**src/design/refcounted_block_pool_allocator_assert.svh**
```systemverilog
// ----------------------------------------------------------------------------
// refcounted block pool allocator assertion macros
// same-cycle and next-cycle implication checks, empty when SYNTH is defined
// ----------------------------------------------------------------------------
`ifndef REFCOUNTED_BLOCK_POOL_ALLOCATOR_ASSERT_SVH
`define REFCOUNTED_BLOCK_POOL_ALLOCATOR_ASSERT_SVH
`ifndef SYNTH
`define RBPA_ASSERT_SAME(label, clk, rst, ante, cons) \
  label: assert property (@(posedge clk) disable iff (rst) (ante) |-> (cons)) \
    else $error("rbpa assertion failed");
`define RBPA_ASSERT_NEXT(label, clk, rst, ante, cons) \
  label: assert property (@(posedge clk) disable iff (rst) (ante) |=> (cons)) \
    else $error("rbpa assertion failed");
`else
`define RBPA_ASSERT_SAME(label, clk, rst, ante, cons)
`define RBPA_ASSERT_NEXT(label, clk, rst, ante, cons)
`endif
`endif

```
**src/design/rbpa_pkg.sv**
```systemverilog
// ----------------------------------------------------------------------------
// rbpa_pkg
// shared widths, codes and controller/datapath interface types
// ----------------------------------------------------------------------------
`default_nettype none

package rbpa_pkg;

  localparam int POOL_BLOCKS_DEF = 64;
  localparam int BLOCK_SLOTS_DEF = 16;

  localparam int OPCODE_W   = 4;
  localparam int BLOCK_W    = 6;
  localparam int SLOT_W     = 4;
  localparam int TOKEN_W    = 32;
  localparam int COUNT_W    = 5;
  localparam int STATUS_W   = 3;
  localparam int FREE_W     = 7;
  localparam int BIU_W      = 7;
  localparam int TPB_W      = 5;
  localparam int REF_W      = 16;
  localparam int CFG_IDX_W  = 2;
  localparam int CFG_DATA_W = 7;

  localparam logic [REF_W-1:0] REF_MAX = '1;

  localparam logic [CFG_IDX_W-1:0] CFG_BLOCKS_IN_USE    = 2'd0;
  localparam logic [CFG_IDX_W-1:0] CFG_TOKENS_PER_BLOCK = 2'd1;

  typedef enum logic [OPCODE_W-1:0] {
    OP_ALLOC   = 4'd0,
    OP_FREE    = 4'd1,
    OP_INCREF  = 4'd2,
    OP_READREF = 4'd3,
    OP_WRTOK   = 4'd4,
    OP_RDTOK   = 4'd5,
    OP_RDCOUNT = 4'd6,
    OP_WRCOUNT = 4'd7,
    OP_CLEAR   = 4'd8,
    OP_COPY    = 4'd9,
    OP_APPEND  = 4'd10,
    OP_QUERY   = 4'd11
  } opcode_t;

  typedef enum logic [STATUS_W-1:0] {
    ST_OK           = 3'd0,
    ST_EMPTY        = 3'd1,
    ST_BAD_BLOCK    = 3'd2,
    ST_BAD_SLOT     = 3'd3,
    ST_ALREADY_FREE = 3'd4,
    ST_FULL         = 3'd5,
    ST_BAD_COUNT    = 3'd6
  } status_t;

  typedef struct packed {
    logic accept;
    logic commit;
    logic wipe;
    logic copy;
    logic init;
  } rbpa_cmd_t;

  typedef struct packed {
    logic out_free;
    logic need_wipe;
    logic need_copy;
    logic wipe_done;
    logic copy_done;
    logic init_done;
  } rbpa_sts_t;

endpackage

`default_nettype wire

```
**src/design/rbpa_ctrl.sv**
```systemverilog
// ----------------------------------------------------------------------------
// rbpa_ctrl
// sequencer: accept, execute, block wipe, block copy and pool init sweep
// ----------------------------------------------------------------------------
`default_nettype none

module rbpa_ctrl (
  input  wire logic                clk,
  input  wire logic                rst,
  input  wire logic                in_valid,
  input  wire logic                reinit,
  input  wire rbpa_pkg::rbpa_sts_t sts,
  output rbpa_pkg::rbpa_cmd_t      cmd,
  output logic                     in_stall
);
  import rbpa_pkg::*;

  typedef enum logic [4:0] {
    S_IDLE = 5'b00001,
    S_EXEC = 5'b00010,
    S_WIPE = 5'b00100,
    S_COPY = 5'b01000,
    S_INIT = 5'b10000
  } state_t;

  state_t state, state_next;

  always_ff @(posedge clk) begin
    if (rst) begin
      state <= S_INIT;
    end else begin
      state <= state_next;
    end
  end

  always_comb begin
    state_next = state;
    cmd        = '0;
    case (state)
      S_IDLE: begin
        if (in_valid) begin
          cmd.accept = 1'b1;
          state_next = S_EXEC;
        end
      end
      S_EXEC: begin
        if (sts.out_free) begin
          cmd.commit = 1'b1;
          if (sts.need_wipe) begin
            state_next = S_WIPE;
          end else if (sts.need_copy) begin
            state_next = S_COPY;
          end else begin
            state_next = S_IDLE;
          end
        end
      end
      S_WIPE: begin
        cmd.wipe = 1'b1;
        if (sts.wipe_done) state_next = S_IDLE;
      end
      S_COPY: begin
        cmd.copy = 1'b1;
        if (sts.copy_done) state_next = S_IDLE;
      end
      S_INIT: begin
        cmd.init = 1'b1;
        if (sts.init_done) state_next = S_IDLE;
      end
      default: begin
        state_next = S_INIT;
      end
    endcase
    if (reinit) begin
      cmd        = '0;
      state_next = S_INIT;
    end
  end

  assign in_stall = (state != S_IDLE) || reinit;

endmodule

`default_nettype wire

```
**config.mk**
```make
export PLATFORM = sky130hd
export DESIGN_NAME = rbpa_ctrl
export DESIGN_NICKNAME = d
export VERILOG_FILES = /design/src/design/refcounted_block_pool_allocator_assert.svh /design/src/design/rbpa_pkg.sv /design/src/design/rbpa_ctrl.sv
export SDC_FILE = /design/constraint.sdc
export NUM_CORES = 1
export LEC_CHECK = 0
export ABC_AREA = 1
export ABC_CLOCK_PERIOD_IN_PS = 1300
export BUFFER_PORTS_ARGS = -buffer_cell sky130_fd_sc_hd__buf_2
export CORE_AREA = 2 2 39 41
export CTS_CLUSTER_DIAMETER = 60
export DETAILED_ROUTE_END_ITERATION = 7
export DIE_AREA = 0 0 41 43
export SYNTH_ARGS = -nofsm -noshare
export SYNTH_HDL_FRONTEND = slang
export SYNTH_SLANG_ARGS = --single-unit
```
**constraint.sdc**
```tcl
create_clock -name clk -period 1.3 [get_ports clk]
set_input_delay 0.26 -clock clk [delete_from_list [all_inputs] [get_ports clk]]
set_output_delay 0.26 -clock clk [all_outputs]
set_load 0.01 [all_outputs]
```
==> run_results.csv <==
group,metric,value,unit
status,outcome,"finished with violations",
status,violations,"setup timing",
global_route,grt_pass1_wl,1960,um
final_layout,regMostFlops,"state",
timing,max_freq,636,MHz
timing,setup_ws,-0.271,ns
synth,synth_top_cell_by_area,"dfxtp_1",
global_route,grt_pass1_vias,508,
synth,synth_cells,67,
timing,worst_pin_slew,0.321,ns
synth,yosysSeqAreaShare,25.1,%
routing,vias,541,
routing,route.met3.wl,63,um
power,p_clk_share,33.4,%
die,rows,14,
critical_path,crit_type,"reg2out",
cts,numClockSinks,5,
timing,finalSetupViolCount,7,
critical_path,start_kind,"flip-flop",
die,core,0.00138,sq mm
final_layout,final_cells,116,
critical_path,path_cells,"inv_4, nor2_4, nand3_2, or2_4, nor2_4, buf_6",
critical_path,cpMaxStageDelayCell,"dfxtp_4",
synth,synth-seq-cells,5,
routing,routedWlPerCell,10.9,um
global_route,grt-ovfl-total,0,
routing,routed_wl,1260,um
synth,avgSynthCellArea,5.96,sq um
routing,wl_met1,507,um
critical_path,critPathMaxFanout,4,
final_layout,nets,111,
synth,ys_top_cells_by_area,"dfxtp_1, nor2_1, nand4_1, inv_1, nand2_1",
final_layout,fin_util,51.4,%
cts,clock_latency,0.24,ns
synth,synth_area,399,sq um
synth,yosysWarnings,0,
global_route,antenna_found_initial,0,
timing,fin_crit_sh,121,%
power,sw_frac_of_total,32.0,%
cts,postCtsHoldBufs,0,
final_layout,top_regs,"state: 5 flops",
power,pwr-share-seq,32.9,%
critical_path,required,1.04,ns
placed_design,port_buffers,15,
critical_path,worstReg2RegEnd,"state[4]$_SDFFE_PP1P_",
final_layout,layout-drive-gt1-share,54.0,%
die,fp.dieH,43,um
placed_design,gp_congestion,0.800,
critical_path,cp-startpoint,"state[0]$_SDFFE_PP0P_",
timing,skew,0.00426,ns
power,p_comb_share,33.7,%
routing,dr.pass1.iters,4,
final_layout,largest_reg_flops,5,
placed_design,dp.cells,105,
power,p_int,0.365,mW
critical_path,crit_path_end,"cmd[4]",
min_path,worstHoldStart,"in_valid",
critical_path,r2r_cells,10,
cts,tritoncts,"built",
die,fp.dieW,41,um
min_path,holdCritPathClass,"in2reg",
synth,synth_cell_type_count,17,
critical_path,worstReg2RegStart,"state[0]$_SDFFE_PP0P_",
timing,finalCriticalPeriod,1.57,ns
cts,cts.htree.levels,1,
routing,dr.first_iter.drc_count,8,
cts,cts_root_buf,"clkbuf_4",
run,drv_cap,0,
timing,hold_violations,0,
timing,slew_headroom,78.5,%
routing,dr_wl_met2,667,um
critical_path,cpMostUsedCell,"nor2_4",
global_route,grt_usage,16.4,%
power,irDropWorstVdd,0.286,mV
power,p_total,0.537,mW
die,start_util,28.8,%
power,p_leak,0.352,nW
placed_design,place_hpwl,895,um
routing,via_per_inst,4.66,
routing,top_layer,"met4",
cts,cts_buffers,3,
timing,rsz0062_at_grt,"true",
cts,path_clk_slew,0.04,ns
final_layout,synthToLayoutAreaGrowth,78.4,%
die,io_pins,16,
routing,drc,0,
routing,ant_nets,0,
synth,syn_nets,77,
global_route,grt_start_max_net_pins,7,
critical_path,rrSetupSlack,-0.18,ns
timing,maxSlewViolCount,0,
power,power_density,755,mW/mm^2
power,p_sw,0.172,mW
critical_path,critical_path_arrival,1.31,ns
cts,clockBufferDepth,2,
die,dieArea,0.00176,sq mm
synth,synth_top_area_share,25.1,%
final_layout,n_antenna_cell,0,
critical_path,crit_path_end_kind,"output pin",
critical_path,slowest_delay,0.37,ns
[critical path, delay by kind of cell (launching register included)]
kind / cells / cell delay, ns
simple gates: 4 / 0.56
buf+inv: 2 / 0.14
flops: 1 / 0.37
[how the worst min path moves through the flow]
stage | endpoint | slack [ns] | depth (start not counted)
3_3_place_gp | state[4]$_SDFFE_PP1P_ | 0.54 | 3
5_1_grt | state[4]$_SDFFE_PP1P_ | 0.31 | 3
6_report | state[1]$_SDFFE_PP0P_ | 0.30 | 3
2_1_floorplan | state[4]$_SDFFE_PP1P_ | 0.40 | 2
4_1_cts | state[4]$_SDFFE_PP1P_ | 0.29 | 3
3_5_place_dp | state[4]$_SDFFE_PP1P_ | 0.54 | 3
[kinds of logic (layout without fill, tap and decap cells)]
group / Yosys count / after routing / share of synthesized area (%)
DFF: 5 / 5 / 25.1
and+or+nand+nor: 46 / 46 / 57.4
buffers and inverters: 12 / 45 / 11.3
AOI/OAI and AO/OA: 4 / 4 / 6.27
[cells in the final DEF, fill, tap and decap left out, types with 3 or more instances in the layout]
cell,count
buf_2,13
nor2_1,12
buf_4,10
inv_1,9
nand4_1,8
nand2_1,7
buf_6,6
nor2_4,5
dfxtp_2,4
nor2_2,3
nand3_1,3
nand3_2,3
clkbuf_4,3
[Yosys cell counts]
cell type / number
a21boi_1: 1
inv_2: 1
nand2_2: 1
nor2_2: 3
dfxtp_1: 5
nand3_1: 5
a21oi_1: 1
o21bai_1: 1
nor3_1: 3
nand4_1: 8
o21ai_0: 1
nor2_1: 16
nand2_1: 7
inv_1: 11
or2_2: 1
nand3_2: 1
nor2_4: 1
[repair_timing]
action | in CTS | in global routing
hold endpoints to repair | 0 | 0
pin swaps | 2 | 7
gates resized for setup | 7 | 18
buffers inserted | 6 | 3
setup endpoints to repair | 6 | 10
[cell type report]
class,count,area (sq um)
clock buffers,4,26.3
fillers,141,672
inverters,12,47.5
multi-input cells,50,302
flip-flops and latches,5,109
well taps,16,20.0
repair buffers,29,208
[per-stage QoR]
| stage | cell area [sq um] | setup slack, ns | TNS [ns] | hold slack, ns |
|---|---|---|---|---|
| floorplan | 409 | 0.0505 | 0 | 0.403 |
| global placement | 557 | 0.0205 | 0 | 0.540 |
| detailed placement | 557 | -0.00588 | -0.00588 | 0.541 |
| CTS | 647 | -0.203 | -1.14 | 0.292 |
| global route | 712 | -0.331 | -1.85 | 0.309 |
| finish | 712 | -0.271 | -1.14 | 0.300 |
[layer usage]
metal / vias to the layer above / global-route usage (%)
li1: 288 / -
met1: 233 / 19.4
met2: 18 / 24.7
met3: 2 / 4.71
met4: 0 / 10.0
met5: - / 0
[power groups by stage]
stage	Combinational, mW	Sequential (mW)	Clock (mW)
3_3_place_gp	0.142	0.174	0
3_5_place_dp	0.143	0.174	0
2_1_floorplan	0.0859	0.174	0
6_report	0.181	0.177	0.180
4_1_cts	0.156	0.173	0.183
5_1_grt	0.200	0.178	0.199
(Power assumes the default switching activity.)
